File: config.mk
export PLATFORM = sky130hd
export DESIGN_NAME = cml_isqrt
export DESIGN_NICKNAME = d
export VERILOG_FILES = /design/src/hw/rtl/cml_pkg.sv /design/src/hw/rtl/cml_isqrt.sv
export SDC_FILE = /design/constraint.sdc
export NUM_CORES = 1
export LEC_CHECK = 0
export BUFFER_PORTS_ARGS = -buffer_cell sky130_fd_sc_hd__buf_2
export CAP_MARGIN = 30
export CORE_ASPECT_RATIO = 0.75
export CORE_MARGIN = 3
export CORE_UTILIZATION = 53
export CTS_CLUSTER_SIZE = 12
export DETAILED_ROUTE_END_ITERATION = 10
export PLACE_DENSITY = 0.85
export SYNTH_ARGS = -nofsm -noshare
export SYNTH_HDL_FRONTEND = slang
export SYNTH_SLANG_ARGS = --single-unit
export TNS_END_PERCENT = 30
File: constraint.sdc
create_clock -name clk_i -period 4.2 [get_ports clk_i]
set_input_delay 0.63 -clock clk_i [delete_from_list [all_inputs] [get_ports clk_i]]
set_output_delay 0.63 -clock clk_i [all_outputs]
set_load 0.05 [all_outputs]
File: src/hw/rtl/cml_pkg.sv
// Shared types and constants for the complex multilook amplitude detector.
// Used by the top level and by the square root unit; depends on nothing.
`timescale 1ns / 1ps

package cml_pkg;

  localparam int unsigned SAMPLE_W = 16;
  localparam int unsigned PROD_W   = 31;
  localparam int unsigned POWER_W  = 32;
  localparam int unsigned STORE_W  = 35;
  localparam int unsigned SUM_W    = 37;
  localparam int unsigned ROOT_W   = 19;
  localparam int unsigned AMP_W    = 18;

  localparam int unsigned CFG_W     = 14;
  localparam int unsigned CFG_IDX_W = 2;
  localparam int unsigned AL_W      = 4;
  localparam int unsigned RL_W      = 3;

  localparam logic [CFG_IDX_W-1:0] CFG_LINE_LENGTH   = 2'd0;
  localparam logic [CFG_IDX_W-1:0] CFG_AZIMUTH_LOOKS = 2'd1;
  localparam logic [CFG_IDX_W-1:0] CFG_RANGE_LOOKS   = 2'd2;

  // Request into the square root unit.
  typedef struct packed {
    logic             valid;
    logic [SUM_W-1:0] radicand;
    logic             last;
  } cml_sqrt_req_t;

  // Finished result of the square root unit, already saturated.
  typedef struct packed {
    logic             valid;
    logic [AMP_W-1:0] amplitude;
    logic             last;
  } cml_sqrt_rsp_t;

endpackage

File: src/hw/rtl/cml_isqrt.sv
// Iterative floor square root, one result bit per cycle, with saturation.
// Depends on cml_pkg for the request and result structs and widths.
`timescale 1ns / 1ps

module cml_isqrt (
  input  logic                   clk_i,
  input  logic                   rst_ni,
  input  cml_pkg::cml_sqrt_req_t req_i,
  output logic                   ready_o,
  output cml_pkg::cml_sqrt_rsp_t rsp_o,
  input  logic                   take_i
);
  import cml_pkg::*;

  localparam int unsigned RAD_W = 2 * ROOT_W;
  localparam int unsigned REM_W = ROOT_W + 1;
  localparam int unsigned CNT_W = $clog2(ROOT_W);

  typedef enum logic [1:0] {SQ_IDLE, SQ_RUN, SQ_DONE} sq_state_e;

  sq_state_e          state_q, state_d;
  logic [CNT_W-1:0]   cnt_q, cnt_d;
  logic [RAD_W-1:0]   rad_q, rad_d;
  logic [REM_W-1:0]   rem_q, rem_d;
  logic [ROOT_W-1:0]  root_q, root_d;
  logic               last_q, last_d;

  logic [REM_W+1:0]   rem_sh;
  logic [REM_W+1:0]   trial;
  logic [REM_W+1:0]   diff;

  // Restoring method: bring down two radicand bits, try to subtract 4*root+1.
  assign rem_sh = {rem_q, rad_q[RAD_W-1 -: 2]};
  assign trial  = {1'b0, root_q, 2'b01};
  assign diff   = rem_sh - trial;

  always_comb begin
    state_d = state_q;
    cnt_d   = cnt_q;
    rad_d   = rad_q;
    rem_d   = rem_q;
    root_d  = root_q;
    last_d  = last_q;
    case (state_q)
      SQ_IDLE: begin
        if (req_i.valid) begin
          rad_d   = RAD_W'(req_i.radicand);
          rem_d   = '0;
          root_d  = '0;
          last_d  = req_i.last;
          cnt_d   = CNT_W'(ROOT_W - 1);
          state_d = SQ_RUN;
        end
      end
      SQ_RUN: begin
        rad_d = {rad_q[RAD_W-3:0], 2'b00};
        if (rem_sh >= trial) begin
          rem_d  = diff[REM_W-1:0];
          root_d = {root_q[ROOT_W-2:0], 1'b1};
        end else begin
          rem_d  = rem_sh[REM_W-1:0];
          root_d = {root_q[ROOT_W-2:0], 1'b0};
        end
        if (cnt_q == '0) begin
          state_d = SQ_DONE;
        end else begin
          cnt_d = cnt_q - 1'b1;
        end
      end
      SQ_DONE: begin
        if (take_i) begin
          state_d = SQ_IDLE;
        end
      end
      default: state_d = SQ_IDLE;
    endcase
  end

  always_ff @(posedge clk_i or negedge rst_ni) begin
    if (!rst_ni) begin
      state_q <= SQ_IDLE;
      cnt_q   <= '0;
    end else begin
      state_q <= state_d;
      cnt_q   <= cnt_d;
    end
  end

  always_ff @(posedge clk_i) begin
    rad_q  <= rad_d;
    rem_q  <= rem_d;
    root_q <= root_d;
    last_q <= last_d;
  end

  assign ready_o         = (state_q == SQ_IDLE);
  assign rsp_o.valid     = (state_q == SQ_DONE);
  assign rsp_o.amplitude = root_q[ROOT_W-1] ? {AMP_W{1'b1}} : root_q[AMP_W-1:0];
  assign rsp_o.last      = last_q;

endmodule

==> impl.org, run 1 <==
** Status
- The run finished with clean final reports.

** Die
- Number of top-level pins :: 63
- Number of rows in the core area :: 30
- In this run the vertical extent of the chip is approximately 90 um.
- Die Outline Area :: 10700 um2
- The floorplan step set the die width to 118 um.
- Once the floorplan was initialized, standard cells occupied 55.1% of the core.
- The core region is 9120 um2.

** Logic synthesis
- The synthesized design spends more area on one cell type than any other, namely edfxtp_1.
- Counting flops with a built-in enable in the synthesized netlist gives 78.
- Synth cell types :: 60
- nand2_1 is the most common cell in the netlist.
- Flops & latches, synth :: 85
- Averaged over all synthesized cells, the footprint is about 9.4 um2.
- The cell area that synthesis handed to floorplanning was around 5000 um2.
- Synthesized Nets :: about 600
- The share of synthesized area in the top cell type comes to ~47%.
- For this run, the register share of the synthesized area comes to about 50%.
- The most used flip-flop cell after synthesis is edfxtp_1.
- Mapped Cells :: about 530
- Share of synthesized registers carrying an async set or reset :: around 8.2%
- The commonest cells after synthesis are nand2_1, edfxtp_1, nor2_1.
- Ranked by total cell area, the synthesized netlist is headed by edfxtp_1, nand2_1, ha_1.
- Total number of yosys warnings :: 0

** Timing
- Measured slew at the worst slew-check pin :: between 0.9 and 1 ns
- Unrepaired setup endpoints after global routing :: no
- FMAX :: 342 MHz
- Setup TNS Final :: 0 ns
- Between clock sinks in the finished design, the worst skew comes to approximately 0.0083 ns.
- The final critical path takes up 69.6% of the cycle.
- Remaining max-slew budget at the tightest pin :: a little under two fifths
- Setup violations remaining at the end of the flow were counted as 0.
- Pins Over Slew Limit :: 0
- Total count of hold-check failures in the final report :: 0
- Final setup margin :: 1.28 ns
- Post-layout min period :: slightly below 3 ns

** Layout
- Fillers :: around 750
- Number of nets in the layout :: between 600 and 700
- Share of cells above drive strength 1 :: 17.5%
- Count of antenna diodes in the layout :: 0
- The area growth from synthesis to layout is 15.0%.

** Worst hold path
- Type of the worst min-delay path :: in -> async

** Global routing
- Vias in the first global route :: 3875
- The first global-routing pass estimated ~19000 um of wire.
- Summed over all layers, the global routing overflow is 0.
- The initial antenna violation count came to 0.
- Entering global routing, the biggest net connects 43 pins.
- Aggregate global-route resource usage :: between 20% and 30%

** Critical path
- Reg2reg setup slack :: between 1 and 1.5 ns
- Startpoint kind of the worst setup timing path :: flop
- Max Fanout on Critical Path :: 15
- The worst register-to-register path begins at rem_q[7].
- For this run, the slowest stage of the critical path takes 0.54 ns.
- CP Buf/Inv Count :: 0
- Reg2Reg Capture Point :: rem_q[1]
- The critical path crosses 7 cells after its start point.
- At the worst endpoint, the arrival time is roughly 3.1 ns.
- For the worst setup path, the data required time is ~4.4 ns.
- The slowest stage of the critical path is the a2111o_1 cell.
- Critical Path Sink Type :: flop
- Measured in cells, the most critical reg-to-reg path has a length of 7.
- Among the stages of the critical path, the cell type that occurs most often is nand2_1.
- Worst setup path category :: reg -> reg
- List of cells traversed by the critical path :: ha_1, a21oi_1, nand2_1, o21ai_2, a2111o_1, nand2_1, a211oi_1
- Top Family by Delay on Critical Path :: compound AO/OA/AOI/OAI gates

** Clock tree
- Clock sinks :: 85
- Htree depth :: 3
- Clk buf depth :: 2
- Hold_buf cts :: 0
- Counting the buffers created by CTS gives 9.
- Root Buffer Master :: clkbuf_16
- TritonCTS built the clock tree.
- Clock Pin Slew Worst Setup and Hold Paths :: ~0.070 ns
- The number of gates resized after CTS was 0.
- The clock reaches the later pin of the worst-skew pair after 0.35 ns.
- Postcts setup bufs :: 0

** Detailed routing
- Iteration-0 DRC Markers :: just over 300
- Via density per instance :: roughly 5.7
- Wire length per cell after detailed routing :: between 15 and 20 um
- Remaining number of nets flagged by the antenna check after routing :: 0
- Detailed Route WL :: about 12000 um
- # DRC :: 0
- The final route contains approximately 4100 vias.
- Before antenna repair, the detailed router went through 5 iterations.

** Run
- Max-cap violations in this run came to 0.

** Placed design
- Routability-driven placement finished with a final weighted congestion of ~1.
- Buffers placed on the I/O ports in this run total just over 60.
- At the placement stage, the worst setup path has a slack of about 1.3 ns.
- The wire-length estimate of the detail-placed layout is 8140 um.
how the worst max path moves through the flow:
| stage | startpoint | endpoint |
|---|---|---|
| 2_1_floorplan | req_i[38] | rad_q[0] |
| 3_5_place_dp | rem_q[7] | rem_q[1] |
| 4_1_cts | rem_q[7] | rem_q[1] |
| 3_3_place_gp | rem_q[10] | rem_q[16] |
| 5_1_grt | rem_q[7] | rem_q[1] |
| 6_report | rem_q[7] | rem_q[1] |
metrics by stage:
stage | util, % | cell area, um2 | cells | hold slack [ns]
finish | 63.3 | 5780 | 717 | 0.111
global route | 63.3 | 5780 | 717 | 0.111
CTS | 63.3 | 5780 | 717 | 0.107
detailed placement | 59.5 | 5420 | 701 | 0.473
global placement | 59.5 | 5420 | 701 | 0.466
floorplan | - | 5020 | 532 | 0.334
cells by family (layout without fill, tap and decap cells):
kind of cell | count (synthesis) | in the layout | synth area share, %
compound gates | 119 | 119 | 16.8
xor+xnor | 13 | 13 | 2.27
flops | 85 | 85 | 50.1
simple gates | 236 | 236 | 20.4
buf+inv | 56 | 113 | 4.68
fa+ha+maj | 23 | 23 | 5.73
state kept, by name, summed over array words and instances (netlist names):
register  cells
state_q       2
rem_q        20
cnt_q         5
last_q        1
rad_q        38
root_q       19
layer usage:
metal  vias up  wire [um]  track usage (%)
met2       157       5500             35.3
met1      1908       5100             30.9
met4         0        132             5.59
met5         -          0                0
li1       1998          -                -
met3        15        880             5.20
cell type report:
cell class	count	area, um2	share of cell area [%]
Multi-Input combinational cell	391	2280	39.5
Timing Repair Buffer	68	355	6.15
Tap cell	128	160	2.77
Sequential cell	85	2520	43.6
Clock inverter	7	129	2.23
Clock buffer	9	225	3.90
Inverter	29	109	1.88
worst register-to-register path: cells and delay by family (launching register included):
kind | cells | cell delay (ns)
AO/OA/AOI/OAI | 4 | 1.47
adder cells (fa/ha/maj) | 1 | 0.42
AND/OR/NAND/NOR | 2 | 0.47
flip-flops | 1 | 0.40
cell usage in the layout, fill, tap and decap left out, types with 3 or more instances in the layout:
cell type    n
nand2_1    143
edfxtp_1    78
buf_2       62
nor2_1      31
a21oi_1     29
inv_1       28
ha_1        23
nand3_1     21
o21ai_0     15
o21ai_1      9
xnor2_1      9
clkbuf_16    9
a21o_1       8
a211oi_1     8
o21a_1       7
o211ai_1     7
dfrtp_1      7
nand2b_1     6
buf_4        6
nand4_1      5
and2_1       5
or3_1        4
xor2_1       4
o22ai_1      4
nor2b_1      3
o21ai_2      3
nor3_1       3
bufinv_16    3
Power of run 1 is left out: the tool's default activity adds up to more than one toggle a clock period on the data nets, which glitch-free logic cannot reach.
==> run 2, diff against run 1 <==
- CORE_UTILIZATION: 53 -> 59
- PLACE_DENSITY: 0.85 -> 0.89
- clock period: 4.2 -> 2.75 ns (I/O delays scaled with it)
==> run 2 against run 1 <==
First-iteration DRC count increased by 2.9%. Wire length decreased by 2.1%. Via count increased by 1.2%. Clock skew increased by 0.0023 ns. Final area decreased by 0.43%. Global-route usage increased by 2.4 points. Critical path type unchanged. Register-to-register slack got worse by 1.1 ns. Die area decreased by 9.6%. Critical endpoint unchanged. Fmax increased by 14%. Non-clock buffer count increased by 6.
==> impl.org, run 2 (same netlist as run 1, synthesis figures left out) <==
** Die
- The floorplan die width was 113 um (-5.0%).
- Number of top-level pins :: 63 (unchanged)
- Starting density of the core :: 62.1% (+7.0 points)
- The core outline area was 8090 um2 (-11%).
- The die outline height came to 85.9 um (-4.9%).
- The number of rows created at floorplan came to 28 (-6.7%).
- Die Outline Area :: 9670 um2 (-9.6%)

** Critical path
- Critical Path Sink Type :: flop
- Max Fanout on Critical Path :: 13 (-2)
- The signal arrival time at the worst endpoint is 2.73 ns (-0.37 ns).
- Worst setup path category :: reg -> reg
- Cell with the largest stage delay on the worst path :: ha_2
- Data required time at the worst endpoint :: 2.92 ns (-1.46 ns)
- The signal on the critical path passes through ha_2, nand4_2, nor4_1, a21oi_1, o21ai_2, buf_4, nor3_1, a211oi_1.
- The worst setup path is launched from a flop.
- The startpoint identified for the worst register-to-register timing path is rem_q[10].
- Tracing the worst setup path back leads to its startpoint at rem_q[10].
- Reg2reg setup slack :: 0.19 ns (-1.08 ns)
- Longest individual stage delay on the worst path :: 0.47 ns (-0.07 ns)

** Detailed routing
- Detailed Route WL :: 11400 um (-2.1%)
- Total via count after detailed routing :: 4128 (+1.2%)
- Wire length per cell after detailed routing :: 16.2 um (+0.25%)
- The iteration count of the initial detailed-routing pass was 5 (unchanged).
- The total DRC errors in the routed layout came to 0 (unchanged).
- The count of antenna-violating nets left after detailed routing came to 0 (unchanged).
- The number of DRC violations after detailed-routing iteration 0 came to 319 (+2.9%).
- The detail-routed via count per cell was 5.90 (+3.7%).

** Clock tree
- Clock Pin Slew Worst Setup and Hold Paths :: 0.07 ns (about the same)
- The number of buffers created by CTS came to 9 (unchanged).
- The tree is rooted in a clkbuf_16.
- The clock insertion delay at the later pin of the skew report came to 0.34 ns (about the same).
- Clk buf depth :: 2 (unchanged)
- The total number of clock tree sinks was 85 (unchanged).
- TritonCTS built the clock tree.
- The level count of the clock H-tree came to 3 (unchanged).
- The total setup buffers inserted after CTS came to 0 (unchanged).

** Layout
- Share of cells above drive strength 1 :: 18.2% (+0.66 points)
- In the layout the commonest cells are nand2_1, edfxtp_1, buf_2.
- Regs by FF count :: rad_q x38, rem_q x20, root_q x19
- The register with the most flip-flops in the final layout is rad_q.
- The utilization after layout was 71.1% (+7.7 points).
- Number of nets in the layout :: 655 (+0.92%)
- The non-filler instance count after layout came to 700 (-2.4%).
- The library cell used most frequently in the layout, excluding fill and tap cells, is nand2_1.
- Count of antenna diodes in the layout :: 0 (unchanged)
- Largest register FFs :: 38 (unchanged)
- Area growth, synth to finish :: 14.5%

** Timing
- Post-layout min period :: 2.56 ns (-0.367 ns)
- Setup violation total in the final timing report :: 0 (unchanged)
- Setup TNS Final :: 0 ns (unchanged)
- Total count of hold-check failures in the final report :: 0 (unchanged)
- FMAX :: 391 MHz (+14%)
- Measured slew at the worst slew-check pin :: 0.748 ns (-0.186 ns)
- Final period utilization :: 93.0% (+23 points)
- Layout Skew :: 0.0106 ns (+0.00227 ns)
- Remaining max-slew budget at the tightest pin :: 50.1% (+13 points)
- Setup repair after global routing left no endpoint under its margin.
- The final number of max-transition violations came to 0 (unchanged).

** Global routing
- The global-route usage over all layers was 24.5% (+2.4 points).
- met2 is the most crowded layer.
- The pin count of the biggest net entering global routing is 78 (+81%).
- The via count of the first global-routing pass is 3999 (+3.2%).
- Global-route wire length before repair :: 19000 um (-0.15%)
- The met1 usage is 35.1% (+4.2 points).
- Number of antenna violations at the first check in global routing :: 0 (unchanged)
- Congestion Overflow GR :: 0 (unchanged)
- The global-route track usage on met2 is 38.7% (+3.4 points).
- The met3 track demand over resource in global routing is 4.23% (-0.97 points).

** Placed design
- Quantity of I/O buffers inserted on ports :: 62 (unchanged)
- The placer's final routability congestion estimate came to 0.953 (-3.2%).
- Dpl hpwl :: 7870 um (-3.3%)
- Post-Place Cells :: 683 (-2.6%)

** Worst hold path
- The worst hold path begins at req_i[0].
- The tightest min-delay check is of the in -> reg type.

** Run
- The max-capacitance violation count is 0 (unchanged).

** Status
- The run finished with clean final reports.
run 2: cell types whose count changed in the layout (fill, tap and decap cells not counted), moves of 2 or more:
cell       change
buf_4          +3
bufinv_16      -3
buf_12         +2
inv_6          +2
run 2: critical path: cells and delay by family (launching register included):
family / cells / cell delay (ns)
fa+ha+maj: 1 / 0.47
compound gates: 3 / 0.59
buf+inv: 1 / 0.26
simple gates: 3 / 0.65
flops: 1 / 0.42
run 2: worst paths after layout:
kind | endpoint | cells past startpoint
max | rem_q[1] | 8
min | last_q | 1
max reg2reg | rem_q[1] | 8
min reg2reg | rad_q[24] | 2
max in group asynchronous | cnt_q[2] | 2
min in group asynchronous | state_q[1] | 2
run 2: final cells by class:
cell class / count / area, um2
inverters: 29 / 109
flip-flops and latches: 85 / 2520
well taps: 105 / 131
clock inverters: 6 / 53.8
multi-input cells: 391 / 2280
clock buffers: 10 / 229
fillers: 605 / 2340
repair buffers: 74 / 428
run 2: per-stage QoR:
stage / cell area (um2) / hold slack [ns] / worst slack, ns
after global routing: 5750 / 0.250 / 0.0221
after CTS: 5750 / 0.248 / 0.134
after floorplan: 5030 / 0.117 / 0.401
after detailed placement: 5460 / 0.256 / 0.171
after global placement: 5460 / 0.253 / 0.297
final: 5750 / 0.257 / 0.193
run 2: what timing repair did:
item	4_1_cts	5_1_grt
hold endpoints to repair	7	0
hold buffers	1	0
setup endpoints to repair	0	9
gates resized for setup	0	1
run 2: routing by layer:
metal | share of wire, % | vias to the layer above | wire length (um)
li1 | - | 2005 | -
met1 | 45 | 1951 | 5160
met2 | 47 | 156 | 5290
met3 | 6.7 | 16 | 759
met4 | 1.3 | 0 | 148
met5 | 0 | - | 0
Power of run 2 is left out for the same reason.
